==> config.mk <==
export PLATFORM = sky130hd
export DESIGN_NAME = srr_ctrl
export DESIGN_NICKNAME = d
export VERILOG_FILES = /design/src/rtl/core/srr_pkg.sv /design/src/rtl/core/srr_ctrl.sv
export SDC_FILE = /design/constraint.sdc
export NUM_CORES = 1
export LEC_CHECK = 0
export ABC_AREA = 1
export BUFFER_PORTS_ARGS = -buffer_cell sky130_fd_sc_hd__buf_4
export CAP_MARGIN = 20
export CORE_AREA = 2 2 39 41
export CTS_CLUSTER_DIAMETER = 30
export DETAILED_ROUTE_END_ITERATION = 7
export DIE_AREA = 0 0 41 43
export PLACE_DENSITY = 0.53
export SYNTH_ARGS = -nofsm -noshare
export SYNTH_HDL_FRONTEND = slang
export SYNTH_SLANG_ARGS = --single-unit
==> constraint.sdc <==
create_clock -name clk -period 2.05 [get_ports clk]
set_input_delay 0.1025 -clock clk [delete_from_list [all_inputs] [get_ports clk]]
set_output_delay 0.1025 -clock clk [all_outputs]
set_load 0.1 [all_outputs]
==> src/rtl/core/srr_pkg.sv <==
package srr_pkg;

	localparam logic [2:0] CMD_SEND    = 3'd0;
	localparam logic [2:0] CMD_RECV    = 3'd1;
	localparam logic [2:0] CMD_REPLY   = 3'd2;
	localparam logic [2:0] CMD_DESTROY = 3'd3;
	localparam logic [2:0] CMD_CREATE  = 3'd4;

	localparam logic [1:0] IPC_RUN    = 2'd0;
	localparam logic [1:0] IPC_BSEND  = 2'd1;
	localparam logic [1:0] IPC_BRECV  = 2'd2;
	localparam logic [1:0] IPC_BREPLY = 2'd3;

	localparam logic [2:0] STS_OK     = 3'd0;
	localparam logic [2:0] STS_SID    = 3'd1;
	localparam logic [2:0] STS_BIG    = 3'd2;
	localparam logic [2:0] STS_NOSND  = 3'd3;
	localparam logic [2:0] STS_WRONG  = 3'd4;
	localparam logic [2:0] STS_GONE   = 3'd5;

	localparam logic [2:0] PH_IDLE   = 3'd0;
	localparam logic [2:0] PH_EXEC   = 3'd1;
	localparam logic [2:0] PH_POPE   = 3'd2;
	localparam logic [2:0] PH_DQ     = 3'd3;
	localparam logic [2:0] PH_DQE    = 3'd4;
	localparam logic [2:0] PH_SCAN   = 3'd5;
	localparam logic [2:0] PH_FINAL  = 3'd6;
	localparam logic [2:0] PH_SECOND = 3'd7;

	typedef struct packed {
		logic [3:0]  target;
		logic        set_return;
		logic [2:0]  status;
		logic [3:0]  sender_id;
		logic        wake;
		logic [15:0] copy_len;
		logic [3:0]  copy_source;
		logic        last;
	} res_t;

	typedef struct packed {
		logic [2:0] phase;
		logic       fire;
		logic       load;
	} ctl_cmd_t;

	typedef struct packed {
		logic emit;
		logic has2;
		logic want_pop;
		logic want_walk;
		logic q_nonempty;
		logic scan_last;
		logic out_free;
	} dp_sts_t;

	function automatic res_t mk_res(input logic [3:0] tgt, input logic setr,
			input logic [2:0] st, input logic [3:0] sid, input logic wk,
			input logic [15:0] clen, input logic [3:0] csrc, input logic lst);
		res_t r;
		r.target      = tgt;
		r.set_return  = setr;
		r.status      = st;
		r.sender_id   = sid;
		r.wake        = wk;
		r.copy_len    = clen;
		r.copy_source = csrc;
		r.last        = lst;
		return r;
	endfunction

endpackage

==> src/rtl/core/srr_ctrl.sv <==
module srr_ctrl
	import srr_pkg::*;
(
	input  logic     clk,
	input  logic     arst_n,
	input  logic     req_valid,
	output logic     req_ready,
	input  dp_sts_t  sts,
	output ctl_cmd_t ctl
);
	logic [2:0] ph_q;
	logic [2:0] ph_nx;
	logic       fire;

	assign req_ready = (ph_q == PH_IDLE);
	assign fire      = (ph_q != PH_IDLE) && (!sts.emit || sts.out_free);
	assign ctl.phase = ph_q;
	assign ctl.fire  = fire;
	assign ctl.load  = req_valid && req_ready;

	always_comb begin
		ph_nx = ph_q;
		unique case (ph_q)
			PH_IDLE: begin
				if (req_valid) ph_nx = PH_EXEC;
			end
			PH_EXEC: begin
				if (fire) begin
					if (sts.want_pop) ph_nx = PH_POPE;
					else if (sts.want_walk) ph_nx = PH_DQ;
					else if (sts.has2) ph_nx = PH_SECOND;
					else ph_nx = PH_IDLE;
				end
			end
			PH_POPE: begin
				if (fire) ph_nx = sts.has2 ? PH_SECOND : PH_IDLE;
			end
			PH_DQ: begin
				if (fire) ph_nx = sts.q_nonempty ? PH_DQE : PH_SCAN;
			end
			PH_DQE: begin
				if (fire) ph_nx = PH_DQ;
			end
			PH_SCAN: begin
				if (fire && sts.scan_last) ph_nx = PH_FINAL;
			end
			PH_FINAL, PH_SECOND: begin
				if (fire) ph_nx = PH_IDLE;
			end
			default: ph_nx = PH_IDLE;
		endcase
	end

	always_ff @(posedge clk or negedge arst_n) begin
		if (!arst_n) begin
			ph_q <= PH_IDLE;
		end else begin
			ph_q <= ph_nx;
		end
	end
endmodule

[Word-level counts from Yosys, hierarchy flattened]
Index checks and enable logic that the tools add are counted.
Storage, ports and cells
  logic and storage cells: 36
  memory bits (writable): 0
  ROM bits: 0
  memories: 0
  bits in registers: 3
  bits in latches: 0
  bits of input ports: 10
Cells by class
  magnitude comparators: 0
  add/subtract/negate cells: 0
  equality and inequality tests: 14
  shifts and indexed selects: 0
  bitwise gates (word level): 0
  divide/modulo/power cells: 0
  reduce and logical (&&, ||, !) cells: 9
  multiply operators: 0
  mux-type cells: 12
Operators with widths (count)
  $mux 3: 10
  $pmux 3 s7: 1
  $ne 2x2->1 const B: 7
  $eq 3x3->1 const B: 4
  $reduce_and 7->1: 1
  $eq 3x2->1 const B: 2
  $eq 3x1->1 const B: 1
  $logic_and 1x1->1: 3
  $logic_not 3->1: 1
  $reduce_bool 3->1: 1
  $reduce_or 2->1: 1
  $logic_not 1->1: 1
  $logic_or 1x1->1: 1
  $mux 1: 1

[Longest topological paths before layout]
Gate-level depths: netlist of run 1.
  word-level depth: 6
  mapped depth: 8
  depth with buffers taken out: 7

[Worst setup path after synthesis of run 1]
Ideal clock, no wire load.
  kind: reg-to-output
  start point: register ph_q[1]
  end point: output port ctl[0] in the netlist's numbering
  slack: -1228 ps
  arrival: 3176 ps
  stages on the path, launching flop included: 5
  path through: dfrtp_1 -> buf_2 -> nor3_2 -> nand2_2 -> inv_1
RTL lines
  start: declaration: RTL line srr_ctrl.sv:11  | logic [2:0] ph_q;
  start signal: assignment: RTL line srr_ctrl.sv:58  | ph_q <= ph_nx;
  end: declaration: RTL line srr_ctrl.sv:9  | output ctl_cmd_t ctl

==> flow_metrics.py, run 1 <==
metrics = {
    "outcome": {
        "status": "complete, no violations",
    },
    "critical_path": {
        "startpoint_type": "register",
        "critPathCapture": "ctl[0]",
        "startpoint": "ph_q[1]",
        "criticalPathCategory": "reg2out",
        "critical_path_depth": 4,
        "r2r_end": "ph_q[2]",
        "slowest_delay_ns": 0.54,
        "worstPathArrival_ns": 1.47,
        "required_ns": 1.95,
        "reg2regPathDepth": 7,
        "crit_chain": "nor3_4 -> nand2_2 -> clkinvlp_4 -> buf_4",
        "cp_max_fo": 9,
        "reg2reg_setup_slack_ns": 0.85,
        "crit_buf_inv": 2,
        "endpoint_kind": "primary output",
        "rr_startpoint": "ph_q[1]",
        "path_delay_family": "flip-flops",
        "critPathSlowestCell": "dfrtp_4",
    },
    "synth": {
        "synthesis.area_sq_um": 329,
        "syn_nets": 62,
        "ys_ff_latch": 3,
        "yosys_warnings": 0,
        "postSynthAreaPerCell_sq_um": 6.33,
        "ys_types": 17,
        "ys_seq_area_frac": 0.228,
        "syn_inst": 52,
    },
    "sta": {
        "worst_clock_skew_ns": 0.00142,
        "setup_tns_ns": 0,
        "layout_setup_ws_ns": 0.482,
        "period_share": 0.765,
        "whs_ns": 0.201,
        "maxSlewViolCount": 0,
        "hold_viol_final": 0,
        "rsz0062_at_grt": "false",
        "finalCriticalPeriod_ns": 1.57,
        "finalSetupViolations": 0,
        "fmax_mhz": 638,
        "worstMarginPinSlew_ns": 0.278,
        "relSlewSlack": 0.816,
    },
    "placed_design": {
        "port_buffers": 15,
        "placed_area_sq_um": 454,
        "post-place-ws_ns": 0.727,
        "place.gp.congestion": 0.752,
        "dp_hpwl_microns": 585,
    },
    "layout": {
        "largest_register_ff_count": 3,
        "regMostFlops": "ph_q",
        "final-seq-area_sq_um": 81.3,
        "fin_area_sq_um": 490,
        "multi_input_area_sq_um": 210,
        "n_antenna_cell": 0,
        "num-fill-cells": 161,
        "area_delta_synth_final_pct": 49.0,
        "reg_top3": "ph_q: 3 flops",
        "drive_gt1_frac": 0.435,
        "nets": 80,
    },
    "clock_network": {
        "cts_tree": "yes",
        "clk_pin_slew_worst_paths_ns": 0.04,
        "clock_latency_ns": 0.23,
        "htree_levels": 1,
        "cts_made_buffers": 3,
        "ctsRootBufferMaster": "clkbuf_4",
        "cts_sinks": 3,
        "cts_resized": 0,
        "post_cts_buffers": 0,
        "clk_path_buf_depth": 2,
    },
    "flow_run": {
        "max_cap_viol_count": 0,
    },
    "route": {
        "first_iter_violations": 13,
        "drcViolationCount": 0,
        "drt_first_pass_iters": 4,
        "avgRoutedWirePerCell_microns": 8.75,
        "viasPerCell": 4.16,
        "antenna_left": 0,
        "vias": 354,
        "wl_microns": 744,
    },
    "floorplan": {
        "dieArea_sq_um": 1760,
        "core_area_sq_um": 1380,
        "initial_utilization": 0.238,
        "fp.dieH_microns": 43,
        "die_w_microns": 41,
        "ios": 16,
        "rows": 14,
    },
    "global_routing": {
        "top_usage_layer": "met1",
        "use_met3": 0.0471,
        "antenna_found_initial": 0,
        "grtUsageMet1": 0.153,
        "use_met2": 0.109,
        "grt_pass1_vias": 267,
        "grt_pass1_wl_microns": 1160,
        "grt_util_all_layers": 0.0977,
        "grt_start_max_net_pins": 10,
        "grt_overflow": 0,
    },
    "min_path": {
        "min-delay-path-class": "in2async",
    },
}
## per-layer routing
layer,vias up,part of all wire
li1,196,-
met1,141,0.51
met2,17,0.39
met3,0,0.095
met4,0,0
met5,-,0
## logic make-up after synthesis
logic type | Yosys count | share of synthesized area
buffers and inverters | 10 | 0.152
and+or+nand+nor | 35 | 0.525
DFF | 3 | 0.228
AOI/OAI and AO/OA | 4 | 0.0951
## what timing repair did
item	CTS	global route
hold buffers	1	0
endpoints found under the setup margin	0	0
endpoints found under the hold margin	3	0
## placed cells by master, fill, tap and decap left out, drive strengths merged
cell type | synthesis | routed
inv | 7 | 6
dlygate4sd3 | 0 | 1
nand2 | 19 | 19
clkinvlp | 0 | 1
o21ai | 1 | 1
buf | 3 | 15
a21oi | 3 | 3
nand3 | 5 | 5
nand4 | 1 | 1
nand3b | 1 | 1
dfrtp | 3 | 3
nor2 | 8 | 8
clkbuf | 0 | 4
nor3 | 1 | 1
## synthesized netlist by cell type, drive strengths merged
library cell / count / area share
inv: 7 / 0.080
o21ai: 1 / 0.015
nor2: 8 / 0.14
dfrtp: 3 / 0.23
nand3b: 1 / 0.023
buf: 3 / 0.072
nor3: 1 / 0.030
nand3: 5 / 0.076
nand2: 19 / 0.24
nand4: 1 / 0.019
a21oi: 3 / 0.080
## area by class of cell
type                    count  area share
flip-flops and latches      3       0.166
multi-input cells          39       0.429
clock buffers               4      0.0536
repair buffers             16       0.250
well taps                  16      0.0408
inverters                   7      0.0612
## worst min-delay path by stage
stage | endpoint | slack (ns)
floorplan | ph_q[0] | -0.19
global placement | ph_q[1] | -0.11
detailed placement | ph_q[1] | -0.11
CTS | ph_q[0] | 0.20
global route | ph_q[0] | 0.21
finish | ph_q[0] | 0.20
## stage by stage
stage          instances  utilization
2_1_floorplan         52            -
3_3_place_gp          80        0.328
3_5_place_dp          80        0.328
4_1_cts               85        0.354
5_1_grt               85        0.354
6_report              85        0.354
Power of run 1 is not shown: default switching activity piles up to over one toggle a cycle in this logic, so the estimate is an artifact.
==> inputs of run 2 (changes only) <==
ABC_AREA = 0   (was 1)
PLACE_DENSITY = 0.52   (was 0.53)
clock period = 1.4 ns   (was 2.05 ns; I/O delays follow)
==> flow_metrics.py, run 2 <==
metrics = {
    "critical_path": {
        "criticalPathCategory": "reg2reg",
        "crit_buf_inv": 0,
        "required_ns": 1.51,
        "crit_chain": "and3b_2 -> nor3_4 -> nor3_4 -> mux2_4",
        "cp_max_fo": 5,
        "startpoint_type": "register",
        "slowest_delay_ns": 0.45,
        "worstPathArrival_ns": 1.49,
        "path_delay_family": "simple AND/OR/NAND/NOR gates",
        "cpMostUsedCell": "nor3_4",
        "endpoint_kind": "register",
        "critPathSlowestCell": "dfrtp_2",
    },
    "clock_network": {
        "cts_made_buffers": 3,
        "clock_latency_ns": 0.23,
        "cts_tree": "yes",
        "htree_levels": 1,
        "cts_sinks": 3,
        "clk_pin_slew_worst_paths_ns": 0.04,
        "clk_path_buf_depth": 2,
        "ctsRootBufferMaster": "clkbuf_4",
    },
    "layout": {
        "regMostFlops": "ph_q",
        "nets": 68,
        "layout_commonest_cell": "buf_4",
        "drive_gt1_frac": 0.702,
        "area_delta_synth_final_pct": 88.7,
        "n_antenna_cell": 0,
        "fin_cells": 73,
        "num-fill-cells": 138,
        "reg_top3": "ph_q: 3 flops",
        "final_cell_mix": "buf_4, nor2_1",
        "largest_register_ff_count": 3,
    },
    "synth": {
        "synth.most_common_cell": "nor2_1",
        "ys_seq_area_frac": 0.260,
        "ys.flop_type": "dfrtp_1",
        "synthesis.area_sq_um": 289,
        "ys_types": 20,
        "async_reset_ff_frac": 1.00,
        "synthTopCellsByCount": "nor2_1, a21oi_1, dfrtp_1",
        "yosysTopAreaCell": "dfrtp_1",
        "syn_inst": 32,
        "ys_ff_latch": 3,
        "synth_top_area_frac": 0.260,
        "yosys_warnings": 0,
        "syn_nets": 42,
        "synth_area_leaders": "dfrtp_1, a21oi_1, nor3_2",
        "postSynthAreaPerCell_sq_um": 9.03,
        "synth_edf_count": 0,
    },
    "global_routing": {
        "grt_util_all_layers": 0.108,
        "grt_start_max_net_pins": 11,
        "antenna_found_initial": 0,
        "grt_overflow": 0,
        "grt_pass1_vias": 304,
        "grt_pass1_wl_microns": 1230,
    },
    "min_path": {
        "min-delay-path-class": "in2async",
    },
    "sta": {
        "finalCriticalPeriod_ns": 1.38,
        "maxSlewViolCount": 0,
        "rsz0062_at_grt": "true",
        "relSlewSlack": 0.815,
        "layout_setup_ws_ns": 0.0186,
        "worst_clock_skew_ns": 0.00193,
        "period_share": 0.987,
        "worstMarginPinSlew_ns": 0.279,
        "finalSetupViolations": 0,
        "fmax_mhz": 724,
        "hold_viol_final": 0,
    },
    "floorplan": {
        "initial_utilization": 0.209,
        "dieArea_sq_um": 1760,
        "rows": 14,
        "fp.dieH_microns": 43,
        "die_w_microns": 41,
        "core_area_sq_um": 1380,
        "ios": 16,
    },
    "placed_design": {
        "dp_hpwl_microns": 600,
        "post-place-ws_ns": 0.00905,
        "port_buffers": 15,
        "place.gp.congestion": 0.753,
        "post-place-cells": 65,
    },
    "route": {
        "viasPerCell": 4.49,
        "drt_first_pass_iters": 4,
        "wl_microns": 821,
        "first_iter_violations": 5,
        "antenna_left": 0,
        "avgRoutedWirePerCell_microns": 11.2,
        "vias": 328,
        "drcViolationCount": 0,
    },
    "outcome": {
        "status": "complete, no violations",
    },
    "flow_run": {
        "max_cap_viol_count": 0,
    },
}
-- run 2: repair_timing --
item | CTS | global route
pin swaps | 0 | 5
endpoints found under the hold margin | 3 | 0
setup endpoints to repair | 3 | 5
hold buffers | 1 | 0
setup buffers | 0 | 3
gates resized for setup | 5 | 5
-- run 2: through the flow --
step	hold WS, ns	cell area, sq um	util	TNS [ns]
6_report	0.162	546	0.394	0
5_1_grt	0.177	546	0.394	-0.0211
4_1_cts	0.162	502	0.363	0
3_5_place_dp	-0.136	445	0.322	0
3_3_place_gp	-0.137	445	0.322	0
2_1_floorplan	-0.226	305	-	-2.93
-- run 2: path summary, 6_finish.rpt --
| check | start | end | slack [ns] | depth (start not counted) |
|---|---|---|---|---|
| setup reg to reg | ph_q[0] | ph_q[0] | 0.02 | 4 |
| max in group asynchronous | arst_n | ph_q[1] | 1.13 | 2 |
| hold / removal | arst_n | ph_q[0] | 0.16 | 2 |
| hold reg to reg | ph_q[1] | ph_q[1] | 0.60 | 1 |
| setup / recovery | ph_q[0] | ph_q[0] | 0.02 | 4 |
| min in group clk | sts[5] | ph_q[1] | 0.22 | 3 |
-- run 2: cell type report --
type / count / area (sq um) / area share
Inverter: 1 / 3.75 / 0.00688
Clock buffer: 4 / 26.3 / 0.0482
Tap cell: 16 / 20.0 / 0.0367
Sequential cell: 3 / 81.3 / 0.149
Timing Repair Buffer: 23 / 199 / 0.365
Multi-Input combinational cell: 26 / 215 / 0.394
-- run 2: logic make-up (layout without fill, tap and decap cells) --
| logic type | after synthesis | count (layout) | share of synthesized area |
|---|---|---|---|
| simple gates | 14 | 14 | 0.351 |
| compound gates | 11 | 11 | 0.260 |
| buf+inv | 3 | 28 | 0.0779 |
| mux | 1 | 1 | 0.0519 |
| flops | 3 | 3 | 0.260 |
-- run 2: metal layers --
metal	track usage	part of all wire
met2	0.150	0.51
met1	0.125	0.43
met5	0	0
met4	0.100	0.012
met3	0.0314	0.050
-- run 2: worst reg2reg max path: stages, from the launching register on --
cell	delay [ns]
dfrtp_2	0.45
and3b_2	0.25
nor3_4	0.22
nor3_4	0.05
mux2_4	0.29
Power of run 2 is left out for the same reason.
==> inputs of run 3 (changes only) <==
PLACE_DENSITY = 0.5   (was 0.52)
clock period = 1.6 ns   (was 1.4 ns; I/O delays follow)
==> flow_metrics.py, run 3 (synthesis gave the netlist of run 2 again) <==
metrics = {
    "critical_path": {
        "worstPathArrival_ns": 1.41,
        "reg2reg_setup_slack_ns": 0.20,
        "required_ns": 1.52,
        "startpoint_type": "register",
        "cp_max_fo": 10,
        "endpoint_kind": "primary output",
        "criticalPathCategory": "reg2out",
    },
    "clock_network": {
        "cts_hold_buffers": 1,
        "htree_levels": 1,
        "cts_resized": 0,
        "cts_sinks": 3,
        "clk_pin_slew_worst_paths_ns": 0.04,
        "ctsRootBufferMaster": "clkbuf_4",
        "post_cts_buffers": 0,
        "cts_tree": "yes",
        "clk_path_buf_depth": 2,
        "clock_latency_ns": 0.23,
        "cts_made_buffers": 3,
    },
    "sta": {
        "layout_setup_ws_ns": 0.109,
        "whs_ns": 0.173,
        "finalCriticalPeriod_ns": 1.49,
        "period_share": 0.932,
        "fmax_mhz": 671,
        "setup_tns_ns": 0,
        "hold_viol_final": 0,
        "worstMarginPinSlew_ns": 0.279,
        "finalSetupViolations": 0,
        "worst_clock_skew_ns": 0.00194,
        "rsz0062_at_grt": "false",
        "relSlewSlack": 0.816,
        "maxSlewViolCount": 0,
    },
    "layout": {
        "area_delta_synth_final_pct": 56.3,
        "fin_area_sq_um": 452,
        "n_antenna_cell": 0,
        "final_cell_mix": "buf_4, nor2_1, a21oi_1",
        "reg_top3": "ph_q: 3 flops",
        "largest_register_ff_count": 3,
        "layout_commonest_cell": "buf_4",
        "num-fill-cells": 152,
        "regMostFlops": "ph_q",
        "drive_gt1_frac": 0.600,
        "nets": 61,
    },
    "floorplan": {
        "fp.dieH_microns": 43,
        "core_area_sq_um": 1380,
        "initial_utilization": 0.209,
        "die_w_microns": 41,
        "dieArea_sq_um": 1760,
        "rows": 14,
        "ios": 16,
    },
    "placed_design": {
        "placed_area_sq_um": 415,
        "place.gp.congestion": 0.711,
        "post-place-ws_ns": 0.196,
        "port_buffers": 15,
    },
    "global_routing": {
        "grt_overflow": 0,
        "grt_pass1_wl_microns": 1100,
        "grt_pass1_vias": 277,
        "grt_util_all_layers": 0.0963,
        "grt_start_max_net_pins": 11,
        "antenna_found_initial": 0,
    },
    "route": {
        "vias": 299,
        "drcViolationCount": 0,
        "first_iter_violations": 1,
        "drt_first_pass_iters": 4,
        "wl_microns": 704,
        "avgRoutedWirePerCell_microns": 10.7,
        "antenna_left": 0,
        "viasPerCell": 4.53,
    },
    "flow_run": {
        "max_cap_viol_count": 0,
    },
    "min_path": {
        "min-delay-path-class": "in2async",
    },
    "outcome": {
        "status": "complete, no violations",
    },
}
==> run 3: final timing paths <==
kind,start,endpoint,cells past startpoint
max in group asynchronous,arst_n,ph_q[1],2
setup / recovery,ph_q[1],ctl[0],3
hold / removal,arst_n,ph_q[0],2
hold reg to reg,ph_q[1],ph_q[1],1
min in group clk,sts[5],ph_q[1],3
setup reg to reg,ph_q[2],ph_q[0],4
==> run 3: area by class of cell <==
cell class | count | area (sq um) | area share
multi-input combinational | 26 | 198 | 0.438
sequential | 3 | 81.3 | 0.180
inverter | 1 | 3.75 | 0.00831
tap | 16 | 20.0 | 0.0443
clock buffer | 4 | 26.3 | 0.0582
timing repair buffer | 16 | 123 | 0.271
==> run 3: routing by layer <==
layer  wire (microns)  share of wire  up-vias  GRT usage
met3               32          0.045        0     0.0314
li1                 -              -      152          -
met5                0              0        -          0
met4                0              0        0      0.100
met1              300           0.43      140      0.106
met2              371           0.53        7      0.131
==> run 3: through the flow <==
step,std cells,util
final,66,0.326
after global routing,66,0.326
after CTS,66,0.326
after detailed placement,61,0.300
after global placement,61,0.300
after floorplan,32,-
==> run 3: worst max-delay path, stage by stage, from the launching register on <==
cell,delay [ns]
dfrtp_4,0.53
nor3_4,0.20
and2_4,0.17
buf_4,0.28
Power of run 3 is left out for the same reason.
